### config.mk
export PLATFORM = sky130hd
export DESIGN_NAME = garch_state_space_variance_forecast_flat
export DESIGN_NICKNAME = d
export VERILOG_FILES = /design/src/rtl/gvf_pkg.sv /design/src/rtl/gvf_in_if.sv /design/src/rtl/gvf_out_if.sv /design/src/rtl/gvf_datapath.sv /design/src/rtl/gvf_ctrl.sv /design/src/rtl/garch_state_space_variance_forecast.sv /design/src/flat_wrapper.sv
export SDC_FILE = /design/constraint.sdc
export NUM_CORES = 2
export LEC_CHECK = 0
export BUFFER_PORTS_ARGS = -buffer_cell sky130_fd_sc_hd__buf_2
export CAP_MARGIN = 40
export CORE_MARGIN = 2
export CORE_UTILIZATION = 45
export CTS_CLUSTER_DIAMETER = 150
export CTS_CLUSTER_SIZE = 14
export DETAILED_ROUTE_END_ITERATION = 8
export PLACE_DENSITY = 0.58
export SYNTH_ARGS = -nofsm -noshare
export SYNTH_HDL_FRONTEND = slang
export SYNTH_HIERARCHICAL = 1
export SYNTH_SLANG_ARGS = --single-unit
### constraint.sdc
create_clock -name clk_i -period 9.75 [get_ports clk_i]
set_input_delay 0.975 -clock clk_i [delete_from_list [all_inputs] [get_ports clk_i]]
set_output_delay 0.975 -clock clk_i [all_outputs]
set_load 0.01 [all_outputs]
### src/rtl/gvf_pkg.sv
// Shared types, codes and constants of the GARCH state-space variance forecast block.
package gvf_pkg;

  localparam int DATA_W        = 32;
  localparam int Q_FRAC        = 16;
  localparam int KIND_W        = 3;
  localparam int FIELD_IDX_W   = 2;
  localparam int STATE_DIM_DEF = 4;
  localparam int IDX_MAX_W     = 4;

  typedef logic [IDX_MAX_W-1:0] gvf_idx_t;

  typedef enum logic [KIND_W-1:0] {
    KIND_MAT    = 3'd0,
    KIND_GAIN   = 3'd1,
    KIND_OFFSET = 3'd2,
    KIND_SEL    = 3'd3,
    KIND_INIT   = 3'd4,
    KIND_STEP   = 3'd5
  } gvf_kind_e;

  typedef enum logic [2:0] {
    OP_NONE = 3'd0,
    OP_ROW  = 3'd1,
    OP_OFS  = 3'd2,
    OP_DOT  = 3'd3,
    OP_GAM  = 3'd4,
    OP_UPD  = 3'd5,
    OP_EMIT = 3'd6
  } gvf_op_e;

  typedef struct packed {
    gvf_op_e  op;
    gvf_idx_t i;
    gvf_idx_t j;
    logic     first;
    logic     last;
  } gvf_cmd_t;

  typedef struct packed {
    logic out_free;
  } gvf_stat_t;

endpackage

### src/rtl/gvf_in_if.sv
// Input channel: valid/ready handshake with load or step payload.
interface gvf_in_if;
  logic                                   valid;
  logic                                   ready;
  logic        [gvf_pkg::KIND_W-1:0]      kind;
  logic        [gvf_pkg::FIELD_IDX_W-1:0] row;
  logic        [gvf_pkg::FIELD_IDX_W-1:0] col;
  logic signed [gvf_pkg::DATA_W-1:0]      value;

  modport source (output valid, output kind, output row, output col, output value, input ready);
  modport sink (input valid, input kind, input row, input col, input value, output ready);
endinterface

### src/rtl/gvf_out_if.sv
// Output channel: valid/ready handshake with one forecast state element per transaction.
interface gvf_out_if;
  logic                                   valid;
  logic                                   ready;
  logic signed [gvf_pkg::DATA_W-1:0]      sigma2;
  logic        [gvf_pkg::FIELD_IDX_W-1:0] elem_index;
  logic signed [gvf_pkg::DATA_W-1:0]      elem_value;
  logic                                   saturated;
  logic                                   last;

  modport source (output valid, output sigma2, output elem_index, output elem_value,
                  output saturated, output last, input ready);
  modport sink (input valid, input sigma2, input elem_index, input elem_value,
                input saturated, input last, output ready);
endinterface

### src/rtl/gvf_datapath.sv
// Datapath: coefficient stores, shared Q16.16 multiply-accumulate pipeline, output register.
module gvf_datapath #(
  parameter int STATE_DIM = gvf_pkg::STATE_DIM_DEF
) (
  input  logic                                   clk_i,
  input  logic                                   rst_ni,
  input  logic                                   in_acc_i,
  input  logic        [gvf_pkg::KIND_W-1:0]      in_kind_i,
  input  logic        [gvf_pkg::FIELD_IDX_W-1:0] in_row_i,
  input  logic        [gvf_pkg::FIELD_IDX_W-1:0] in_col_i,
  input  logic signed [gvf_pkg::DATA_W-1:0]      in_value_i,
  input  gvf_pkg::gvf_cmd_t                      cmd_i,
  output gvf_pkg::gvf_stat_t                     stat_o,
  gvf_out_if.source                              out_o
);

  localparam int IDX_W  = (STATE_DIM > 1) ? $clog2(STATE_DIM) : 1;
  localparam int MAT_D  = STATE_DIM * STATE_DIM;
  localparam int MAT_AW = (MAT_D > 1) ? $clog2(MAT_D) : 1;
  localparam int DW     = gvf_pkg::DATA_W;
  localparam int PW     = 2 * DW;
  localparam int QF     = gvf_pkg::Q_FRAC;

  localparam logic signed [DW-1:0] Q_ONE   = DW'(64'sd1 <<< QF);
  localparam logic signed [DW-1:0] SAT_MAX = {1'b0, {(DW-1){1'b1}}};
  localparam logic signed [DW-1:0] SAT_MIN = {1'b1, {(DW-1){1'b0}}};

  // stores
  logic signed [DW-1:0] coef_mem [MAT_D];
  logic signed [DW-1:0] gain_q   [STATE_DIM];
  logic signed [DW-1:0] ofs_q    [STATE_DIM];
  logic signed [DW-1:0] sel_q    [STATE_DIM];
  logic signed [DW-1:0] scr_q    [STATE_DIM];
  logic signed [DW-1:0] state_q  [STATE_DIM];
  logic signed [DW-1:0] m2_q, sigma2_q, gamma_q, acc_q;
  logic                 sat_q;

  // load decode
  logic              row_ok, col_ok;
  logic              ld_mat, ld_gain, ld_ofs, ld_sel, ld_init, step_acc;
  logic [IDX_W-1:0]  ld_row;
  logic [MAT_AW-1:0] ld_addr;

  always_comb begin
    row_ok   = int'(in_row_i) < STATE_DIM;
    col_ok   = int'(in_col_i) < STATE_DIM;
    ld_mat   = 1'b0;
    ld_gain  = 1'b0;
    ld_ofs   = 1'b0;
    ld_sel   = 1'b0;
    ld_init  = 1'b0;
    step_acc = in_acc_i && (in_kind_i == gvf_pkg::KIND_STEP);
    if (in_acc_i && row_ok) begin
      case (in_kind_i)
        gvf_pkg::KIND_MAT:    ld_mat  = col_ok;
        gvf_pkg::KIND_GAIN:   ld_gain = 1'b1;
        gvf_pkg::KIND_OFFSET: ld_ofs  = 1'b1;
        gvf_pkg::KIND_SEL:    ld_sel  = 1'b1;
        gvf_pkg::KIND_INIT:   ld_init = 1'b1;
        default: ;
      endcase
    end
  end

  assign ld_row  = IDX_W'(in_row_i);
  assign ld_addr = MAT_AW'(int'(in_row_i) * STATE_DIM + int'(in_col_i));

  // issue stage: operand fetch
  logic [IDX_W-1:0]     ci, cj, sidx;
  logic [MAT_AW-1:0]    rd_addr;
  logic signed [DW-1:0] coef_rd_q, va_q, vb_q, add1_q, add2_q;
  logic signed [DW-1:0] va, vb, scr_rd, state_rd;
  gvf_pkg::gvf_cmd_t    t1_q, t2_q;

  assign ci       = cmd_i.i[IDX_W-1:0];
  assign cj       = cmd_i.j[IDX_W-1:0];
  assign sidx     = (cmd_i.op == gvf_pkg::OP_ROW) ? cj : ci;
  assign rd_addr  = MAT_AW'(int'(ci) * STATE_DIM + int'(cj));
  assign scr_rd   = scr_q[ci];
  assign state_rd = state_q[sidx];

  always_comb begin
    va = '0;
    vb = '0;
    case (cmd_i.op)
      gvf_pkg::OP_ROW: vb = state_rd;
      gvf_pkg::OP_OFS: begin
        va = ofs_q[ci];
        vb = Q_ONE;
      end
      gvf_pkg::OP_DOT: begin
        va = sel_q[ci];
        vb = scr_rd;
      end
      gvf_pkg::OP_GAM: begin
        va = m2_q;
        vb = sigma2_q;
      end
      gvf_pkg::OP_UPD: begin
        va = gain_q[ci];
        vb = gamma_q;
      end
      default: ;
    endcase
  end

  always_ff @(posedge clk_i) begin
    if (ld_mat) begin
      coef_mem[ld_addr] <= in_value_i;
    end
    coef_rd_q <= coef_mem[rd_addr];
  end

  // multiply stage
  logic signed [DW-1:0] mul_a;
  logic signed [PW-1:0] prod_q;

  assign mul_a = (t1_q.op == gvf_pkg::OP_ROW) ? coef_rd_q : va_q;

  always_ff @(posedge clk_i) begin
    va_q   <= va;
    vb_q   <= vb;
    add1_q <= scr_rd;
    add2_q <= add1_q;
    prod_q <= mul_a * vb_q;
  end

  always_ff @(posedge clk_i or negedge rst_ni) begin
    if (!rst_ni) begin
      t1_q <= '0;
      t2_q <= '0;
    end else begin
      t1_q <= cmd_i;
      t2_q <= t1_q;
    end
  end

  // scale, saturate and accumulate stage
  logic                 ovf_p, ovf_s, active2;
  logic signed [DW-1:0] term, addend, res;
  logic signed [DW:0]   sum;
  logic [IDX_W-1:0]     i2;

  assign i2      = t2_q.i[IDX_W-1:0];
  assign ovf_p   = !((&prod_q[PW-1:DW+QF-1]) || (~|prod_q[PW-1:DW+QF-1]));
  assign term    = ovf_p ? (prod_q[PW-1] ? SAT_MIN : SAT_MAX) : prod_q[DW+QF-1:QF];
  assign addend  = t2_q.first ? ((t2_q.op == gvf_pkg::OP_UPD) ? add2_q : '0) : acc_q;
  assign sum     = {addend[DW-1], addend} + {term[DW-1], term};
  assign ovf_s   = sum[DW] ^ sum[DW-1];
  assign res     = ovf_s ? (sum[DW] ? SAT_MIN : SAT_MAX) : sum[DW-1:0];
  assign active2 = (t2_q.op == gvf_pkg::OP_ROW) || (t2_q.op == gvf_pkg::OP_OFS) ||
                   (t2_q.op == gvf_pkg::OP_DOT) || (t2_q.op == gvf_pkg::OP_GAM) ||
                   (t2_q.op == gvf_pkg::OP_UPD);

  always_ff @(posedge clk_i) begin
    if (ld_gain) gain_q[ld_row] <= in_value_i;
    if (ld_ofs)  ofs_q[ld_row]  <= in_value_i;
    if (ld_sel)  sel_q[ld_row]  <= in_value_i;
    if (step_acc) m2_q <= in_value_i;
    case (t2_q.op)
      gvf_pkg::OP_ROW: acc_q <= res;
      gvf_pkg::OP_OFS: scr_q[i2] <= res;
      gvf_pkg::OP_DOT: begin
        acc_q <= res;
        if (t2_q.last) sigma2_q <= res;
      end
      gvf_pkg::OP_GAM: gamma_q <= res;
      default: ;
    endcase
  end

  always_ff @(posedge clk_i or negedge rst_ni) begin
    if (!rst_ni) begin
      state_q <= '{default: '0};
      sat_q   <= 1'b0;
    end else begin
      if (ld_init) begin
        state_q[ld_row] <= in_value_i;
      end else if (t2_q.op == gvf_pkg::OP_UPD) begin
        state_q[i2] <= res;
      end
      if (step_acc) begin
        sat_q <= 1'b0;
      end else if (active2 && (ovf_p || ovf_s)) begin
        sat_q <= 1'b1;
      end
    end
  end

  // output register
  logic                                   out_valid_q;
  logic signed [DW-1:0]                   o_sigma2_q, o_value_q;
  logic        [gvf_pkg::FIELD_IDX_W-1:0] o_index_q;
  logic                                   o_sat_q, o_last_q;

  always_ff @(posedge clk_i or negedge rst_ni) begin
    if (!rst_ni) begin
      out_valid_q <= 1'b0;
    end else if (cmd_i.op == gvf_pkg::OP_EMIT) begin
      out_valid_q <= 1'b1;
    end else if (out_o.ready) begin
      out_valid_q <= 1'b0;
    end
  end

  always_ff @(posedge clk_i) begin
    if (cmd_i.op == gvf_pkg::OP_EMIT) begin
      o_sigma2_q <= sigma2_q;
      o_index_q  <= cmd_i.i[gvf_pkg::FIELD_IDX_W-1:0];
      o_value_q  <= state_rd;
      o_sat_q    <= sat_q;
      o_last_q   <= cmd_i.last;
    end
  end

  assign out_o.valid      = out_valid_q;
  assign out_o.sigma2     = o_sigma2_q;
  assign out_o.elem_index = o_index_q;
  assign out_o.elem_value = o_value_q;
  assign out_o.saturated  = o_sat_q;
  assign out_o.last       = o_last_q;

  assign stat_o.out_free  = !out_valid_q || out_o.ready;

endmodule

### src/rtl/gvf_ctrl.sv
// Controller: sequences the phases of one forecast step over the shared MAC pipeline.
module gvf_ctrl #(
  parameter int STATE_DIM = gvf_pkg::STATE_DIM_DEF
) (
  input  logic                              clk_i,
  input  logic                              rst_ni,
  input  logic                              in_acc_i,
  input  logic [gvf_pkg::KIND_W-1:0]        in_kind_i,
  input  gvf_pkg::gvf_stat_t                stat_i,
  output logic                              in_ready_o,
  output gvf_pkg::gvf_cmd_t                 cmd_o
);

  localparam int IDX_W = (STATE_DIM > 1) ? $clog2(STATE_DIM) : 1;
  localparam int JW    = $clog2(STATE_DIM + 1);

  localparam logic [2:0] ST_IDLE = 3'd0;
  localparam logic [2:0] ST_ROW  = 3'd1;
  localparam logic [2:0] ST_DOT  = 3'd2;
  localparam logic [2:0] ST_GAM  = 3'd3;
  localparam logic [2:0] ST_UPD  = 3'd4;
  localparam logic [2:0] ST_EMIT = 3'd5;

  // pipeline latency from issue to write-back
  localparam logic [1:0] DRAIN = 2'd2;

  logic [2:0]       state_q, state_d;
  logic [1:0]       drain_q, drain_d;
  logic [IDX_W-1:0] i_q, i_d;
  logic [JW-1:0]    j_q, j_d;
  logic             last_i, ofs_j;

  assign last_i = (i_q == IDX_W'(STATE_DIM - 1));
  assign ofs_j  = (j_q == JW'(STATE_DIM));

  always_comb begin
    state_d    = state_q;
    drain_d    = drain_q;
    i_d        = i_q;
    j_d        = j_q;
    in_ready_o = 1'b0;
    cmd_o      = '0;
    cmd_o.op   = gvf_pkg::OP_NONE;
    cmd_o.i    = gvf_pkg::gvf_idx_t'(i_q);
    if (drain_q != 2'd0) begin
      drain_d = drain_q - 2'd1;
    end else begin
      case (state_q)
        ST_IDLE: begin
          in_ready_o = 1'b1;
          if (in_acc_i && (in_kind_i == gvf_pkg::KIND_STEP)) begin
            state_d = ST_ROW;
            i_d     = '0;
            j_d     = '0;
          end
        end
        ST_ROW: begin
          if (ofs_j) begin
            cmd_o.op   = gvf_pkg::OP_OFS;
            cmd_o.last = 1'b1;
            j_d        = '0;
            if (last_i) begin
              i_d     = '0;
              state_d = ST_DOT;
              drain_d = DRAIN;
            end else begin
              i_d = i_q + IDX_W'(1);
            end
          end else begin
            cmd_o.op    = gvf_pkg::OP_ROW;
            cmd_o.j     = gvf_pkg::gvf_idx_t'(j_q);
            cmd_o.first = (j_q == '0);
            j_d         = j_q + JW'(1);
          end
        end
        ST_DOT: begin
          cmd_o.op    = gvf_pkg::OP_DOT;
          cmd_o.first = (i_q == '0);
          cmd_o.last  = last_i;
          if (last_i) begin
            i_d     = '0;
            state_d = ST_GAM;
            drain_d = DRAIN;
          end else begin
            i_d = i_q + IDX_W'(1);
          end
        end
        ST_GAM: begin
          cmd_o.op    = gvf_pkg::OP_GAM;
          cmd_o.first = 1'b1;
          cmd_o.last  = 1'b1;
          state_d     = ST_UPD;
          drain_d     = DRAIN;
        end
        ST_UPD: begin
          cmd_o.op    = gvf_pkg::OP_UPD;
          cmd_o.first = 1'b1;
          cmd_o.last  = last_i;
          if (last_i) begin
            i_d     = '0;
            state_d = ST_EMIT;
            drain_d = DRAIN;
          end else begin
            i_d = i_q + IDX_W'(1);
          end
        end
        ST_EMIT: begin
          if (stat_i.out_free) begin
            cmd_o.op   = gvf_pkg::OP_EMIT;
            cmd_o.last = last_i;
            if (last_i) begin
              i_d     = '0;
              state_d = ST_IDLE;
            end else begin
              i_d = i_q + IDX_W'(1);
            end
          end
        end
        default: state_d = ST_IDLE;
      endcase
    end
  end

  always_ff @(posedge clk_i or negedge rst_ni) begin
    if (!rst_ni) begin
      state_q <= ST_IDLE;
      drain_q <= '0;
      i_q     <= '0;
      j_q     <= '0;
    end else begin
      state_q <= state_d;
      drain_q <= drain_d;
      i_q     <= i_d;
      j_q     <= j_d;
    end
  end

  a_no_issue_in_drain: assert property (@(posedge clk_i) disable iff (!rst_ni)
    (cmd_o.op != gvf_pkg::OP_NONE) |-> (drain_q == 2'd0))
    else $error("command issued while pipeline drains");

  a_step_starts: assert property (@(posedge clk_i) disable iff (!rst_ni)
    (in_acc_i && (in_kind_i == gvf_pkg::KIND_STEP)) |=> (state_q == ST_ROW))
    else $error("accepted step did not start matrix phase");

  a_emit_when_free: assert property (@(posedge clk_i) disable iff (!rst_ni)
    (cmd_o.op == gvf_pkg::OP_EMIT) |-> stat_i.out_free)
    else $error("emit while output register occupied");

  a_last_emit_idle: assert property (@(posedge clk_i) disable iff (!rst_ni)
    ((cmd_o.op == gvf_pkg::OP_EMIT) && cmd_o.last) |=> (state_q == ST_IDLE))
    else $error("controller not idle after final element");

endmodule

### src/rtl/garch_state_space_variance_forecast.sv
// Top level of the GARCH state-space variance forecast block.
// Load transactions (matrix entry, gain, offset, selector, initial state) are taken while
// idle and give no result; loads with an index not below STATE_DIM are dropped.
// A step transaction runs F = A*E + offset, sigma2 = selector.F and E = F + gain*(m2*sigma2)
// through one shared Q16.16 multiply-accumulate pipeline of three stages that takes one
// product per cycle: D*(D+1) terms for the matrix rows and offsets, D for sigma2, one for
// the gamma product and D for the update, with a drain between phases. The D results
// follow one per cycle while the sink is ready; new transactions are taken only between
// steps, though the last result may still wait in the output register. The saturation
// flag covers every product and sum of the step. Matrix, gain, offset and selector
// stores are undefined until loaded; the state vector resets to zero.
module garch_state_space_variance_forecast #(
  parameter int STATE_DIM = gvf_pkg::STATE_DIM_DEF
) (
  input  logic    clk_i,
  input  logic    rst_ni,
  gvf_in_if.sink  in_i,
  gvf_out_if.source out_o
);

  logic               in_acc, in_ready;
  gvf_pkg::gvf_cmd_t  cmd;
  gvf_pkg::gvf_stat_t stat;

  assign in_i.ready = in_ready;
  assign in_acc     = in_i.valid && in_ready;

  gvf_ctrl #(
    .STATE_DIM (STATE_DIM)
  ) u_ctrl (
    .clk_i      (clk_i),
    .rst_ni     (rst_ni),
    .in_acc_i   (in_acc),
    .in_kind_i  (in_i.kind),
    .stat_i     (stat),
    .in_ready_o (in_ready),
    .cmd_o      (cmd)
  );

  gvf_datapath #(
    .STATE_DIM (STATE_DIM)
  ) u_datapath (
    .clk_i      (clk_i),
    .rst_ni     (rst_ni),
    .in_acc_i   (in_acc),
    .in_kind_i  (in_i.kind),
    .in_row_i   (in_i.row),
    .in_col_i   (in_i.col),
    .in_value_i (in_i.value),
    .cmd_i      (cmd),
    .stat_o     (stat),
    .out_o      (out_o)
  );

endmodule
### src/flat_wrapper.sv
// flat-port wrapper written by rule: the top's interface ports become plain ports
module garch_state_space_variance_forecast_flat 
#(
  parameter int STATE_DIM = gvf_pkg::STATE_DIM_DEF
)
  (clk_i, rst_ni, in_i_valid, in_i_kind, in_i_row, in_i_col, in_i_value, in_i_ready, out_o_valid, out_o_sigma2, out_o_elem_index, out_o_elem_value, out_o_saturated, out_o_last, out_o_ready);
  gvf_in_if in_i_i ();
  gvf_out_if out_o_i ();
  input  logic clk_i;
  input  logic rst_ni;
  input wire logic [$bits(in_i_i.valid)-1:0] in_i_valid;
  input wire logic [$bits(in_i_i.kind)-1:0] in_i_kind;
  input wire logic [$bits(in_i_i.row)-1:0] in_i_row;
  input wire logic [$bits(in_i_i.col)-1:0] in_i_col;
  input wire logic [$bits(in_i_i.value)-1:0] in_i_value;
  output wire logic [$bits(in_i_i.ready)-1:0] in_i_ready;
  output wire logic [$bits(out_o_i.valid)-1:0] out_o_valid;
  output wire logic [$bits(out_o_i.sigma2)-1:0] out_o_sigma2;
  output wire logic [$bits(out_o_i.elem_index)-1:0] out_o_elem_index;
  output wire logic [$bits(out_o_i.elem_value)-1:0] out_o_elem_value;
  output wire logic [$bits(out_o_i.saturated)-1:0] out_o_saturated;
  output wire logic [$bits(out_o_i.last)-1:0] out_o_last;
  input wire logic [$bits(out_o_i.ready)-1:0] out_o_ready;
  assign in_i_i.valid = in_i_valid;
  assign in_i_i.kind = in_i_kind;
  assign in_i_i.row = in_i_row;
  assign in_i_i.col = in_i_col;
  assign in_i_i.value = in_i_value;
  assign in_i_ready = in_i_i.ready;
  assign out_o_valid = out_o_i.valid;
  assign out_o_sigma2 = out_o_i.sigma2;
  assign out_o_elem_index = out_o_i.elem_index;
  assign out_o_elem_value = out_o_i.elem_value;
  assign out_o_saturated = out_o_i.saturated;
  assign out_o_last = out_o_i.last;
  assign out_o_i.ready = out_o_ready;
  garch_state_space_variance_forecast #(.STATE_DIM(STATE_DIM)) u_core (.clk_i(clk_i), .rst_ni(rst_ni), .in_i(in_i_i), .out_o(out_o_i));
endmodule
==> impl_metrics.json <==
{
  "slew_headroom_pct": 26.1,
  "cap_violations": 0,
  "endpoint_kind": "flop",
  "pwr_density_cell_mw_per_mm2": 327,
  "ioPinCount": 113,
  "fin_tns_setup_ns": 0,
  "worstPathMaxFanout": 34,
  "io_buffers": 112,
  "irDropWorstVdd_v": 0.000230,
  "dp_hpwl_mm": 183,
  "intPower_mw": 18.3,
  "via_per_inst": 5.60,
  "ff2ff_setup_slack_ns": 0.40,
  "finalHoldViolCount": 0,
  "critPathMaxStageDelay_ns": 0.61,
  "vias": 55400,
  "finalNetCount": 8318,
  "initial_core_util_pct": 45.3,
  "status": "finished clean",
  "clock_latency_ns": 0.77,
  "grt_pass1_wl_mm": 397,
  "core_mm2": 0.210,
  "rows": 168,
  "start_kind": "flop",
  "die_y_um": 464,
  "crit_type": "reg2reg",
  "swShare_pct": 46.0,
  "grt_max_degree": 130,
  "drive_gt1_share_pct": 12.5,
  "cts_hold_buf": 0,
  "fmaxAchievable_mhz": 107,
  "finalSetupViolations": 0,
  "leakage_nw": 41.7,
  "synthesis.area_mm2": 0.0952,
  "hold_class": "in2async",
  "reg2reg_depth": 26,
  "remaining_drc_errors": 0,
  "setup.worst_path.start": "u_core/u_datapath/t1_q[12]",
  "fillers": 18100,
  "wl_per_cell_um": 26.5,
  "clock_power_share_pct": 14.5,
  "worstReg2RegStart": "u_core/u_datapath/t1_q[12]",
  "grt_pass1_vias": 59300,
  "maxSlewViolCount": 0,
  "clkSinkCount": 1582,
  "p_sw_mw": 15.6,
  "timing.final.crit_share_pct": 95.9,
  "avgSynthCellArea_um2": 13.8,
  "gr-total-overflow": 0,
  "tightest_slew_ns": 1.11,
  "r2r_end": "u_core/u_datapath/prod_q[43]",
  "antenna_found_initial": 25,
  "rsz0062_at_grt": "false",
  "clk_path_buf_depth": 3,
  "gp_congestion": 0.982,
  "htree_levels": 4,
  "critPathRequiredTime_ns": 10.38,
  "cts_root_buf": "clkbuf_16",
  "crit_path_top_delay_cell": "fa_1",
  "seqPwrFrac_pct": 28.2,
  "whs_ns": 0.164,
  "dieWidth_um": 464,
  "dr.pass1.iters": 6,
  "finalWirelength_mm": 262,
  "cts_made_buffers": 130,
  "power_mw": 33.9,
  "cts_resized": 0,
  "postCtsSetupRepairBufs": 0,
  "worstPathArrival_ns": 9.98,
  "fin_skew_ns": 0.0248,
  "yosysWarnings": 6,
  "drt_iter0_markers": 4834,
  "antenna_left": 0,
  "syn_to_final_growth_pct": 9.00,
  "grt_usage_pct": 24.9,
  "cts_tree": "yes",
  "finish.utilization_pct": 49.4,
  "clk_pin_slew_ns": 0.07,
  "synth_nets": 8264,
  "fin_crit_ns": 9.35,
  "crit_top_cell": "fa_1",
  "die_area_mm2": 0.215,
  "p_comb_share_pct": 57.3,
  "syn_inst": 6920
}
power groups by stage:
stage	combinational (mW)	sequential, mW	clock (mW)
final	19.4	9.56	4.92
after global routing	21.4	9.59	5.26
after CTS	19.4	9.54	5.02
after detailed placement	19.0	9.68	0
after global placement	18.7	9.87	0
after floorplan	12.6	9.10	0
registers in the layout (all words and copies together), names as in the netlist, 7 cells and up:
signal                              count
u_core/u_datapath/coef_mem            512
u_core/u_datapath/gain_q              128
u_core/u_datapath/ofs_q               128
u_core/u_datapath/scr_q               128
u_core/u_datapath/sel_q               128
u_core/u_datapath/state_q             128
u_core/u_datapath/prod_q               48
u_core/u_datapath/acc_q                32
u_core/u_datapath/add1_q               32
u_core/u_datapath/add2_q               32
u_core/u_datapath/coef_rd_q            32
u_core/u_datapath/gamma_q              32
u_core/u_datapath/m2_q                 32
u_core/u_datapath/out_o.elem_value     32
u_core/u_datapath/out_o.sigma2         32
u_core/u_datapath/sigma2_q             32
u_core/u_datapath/va_q                 32
u_core/u_datapath/vb_q                 32
u_core/u_datapath/t1_q                  7
per-layer routing:
metal / track usage, % / share of wire [%] / routed length [um]
met1: 35.2 / 43 / 112000
met2: 40.6 / 48 / 127000
met3: 4.08 / 6.8 / 17800
met4: 5.60 / 2.2 / 5640
met5: 0 / 0.028 / 74
cell usage in the layout (no fill, tap or decap), types with 9 or more instances in the layout:
cell,count
o211ai_1,24
inv_1,1018
or2_2,10
nand3_1,26
mux2_2,30
nand2b_1,15
nor3_1,11
nor2_4,27
mux2i_1,67
a21o_1,81
xor2_1,35
nor2_1,72
edfxtp_1,1220
nor3_2,10
nand2_1,621
and3_1,14
mux4_2,320
nor2_2,9
nand4_1,22
nor2b_1,16
dfrtp_1,152
o21bai_1,12
buf_2,112
clkbuf_1,88
buf_16,13
a22oi_1,192
ha_1,219
o21a_1,12
fa_1,1082
a31oi_1,13
o21ai_1,31
buf_4,142
clkbuf_16,132
xnor2_1,52
and2_1,512
buf_8,13
dfxtp_1,205
o21ai_0,185
a21oi_1,82
o22ai_1,36
metrics by stage:
step,worst slack [ns],instance area (um^2),instances
floorplan,0.878,95200,6920
global placement,0.238,99400,9620
detailed placement,0.239,99900,9647
CTS,0.172,104000,9879
global route,0.0379,104000,9881
finish,0.400,104000,9885
worst max path at each step:
stage                                        end  slack (ns)
floorplan           u_core/u_datapath/prod_q[63]        0.88
global placement    u_core/u_datapath/prod_q[43]        0.24
detailed placement  u_core/u_datapath/prod_q[43]        0.24
CTS                 u_core/u_datapath/prod_q[43]        0.17
global route        u_core/u_datapath/prod_q[57]        0.04
finish              u_core/u_datapath/prod_q[43]        0.40
layout make-up:
| type | instances | area [um^2] | share of cell area, % |
|---|---|---|---|
| Multi-Input combinational cell | 3956 | 45700 | 44.0 |
| Sequential cell | 1582 | 44700 | 43.1 |
| Inverter | 1019 | 3820 | 3.69 |
| Clock buffer | 220 | 3630 | 3.50 |
| Tap cell | 2805 | 3510 | 3.38 |
| Timing Repair Buffer | 285 | 2270 | 2.19 |
| Clock inverter | 12 | 139 | 0.134 |
| Antenna cell | 6 | 15.0 | 0.0145 |
critical path, delay by kind of cell, from the launching register on:
| kind | cells | cell delay [ns] |
|---|---|---|
| DFF | 1 | 0.41 |
| muxes | 1 | 0.57 |
| buffers and inverters | 4 | 0.65 |
| adders and majority gates | 9 | 4.54 |
| AOI/OAI and AO/OA | 9 | 2.34 |
| and+or+nand+nor | 2 | 0.43 |
| xor gates and xnor gates | 1 | 0.21 |
Power figures use the tool's default switching activity.
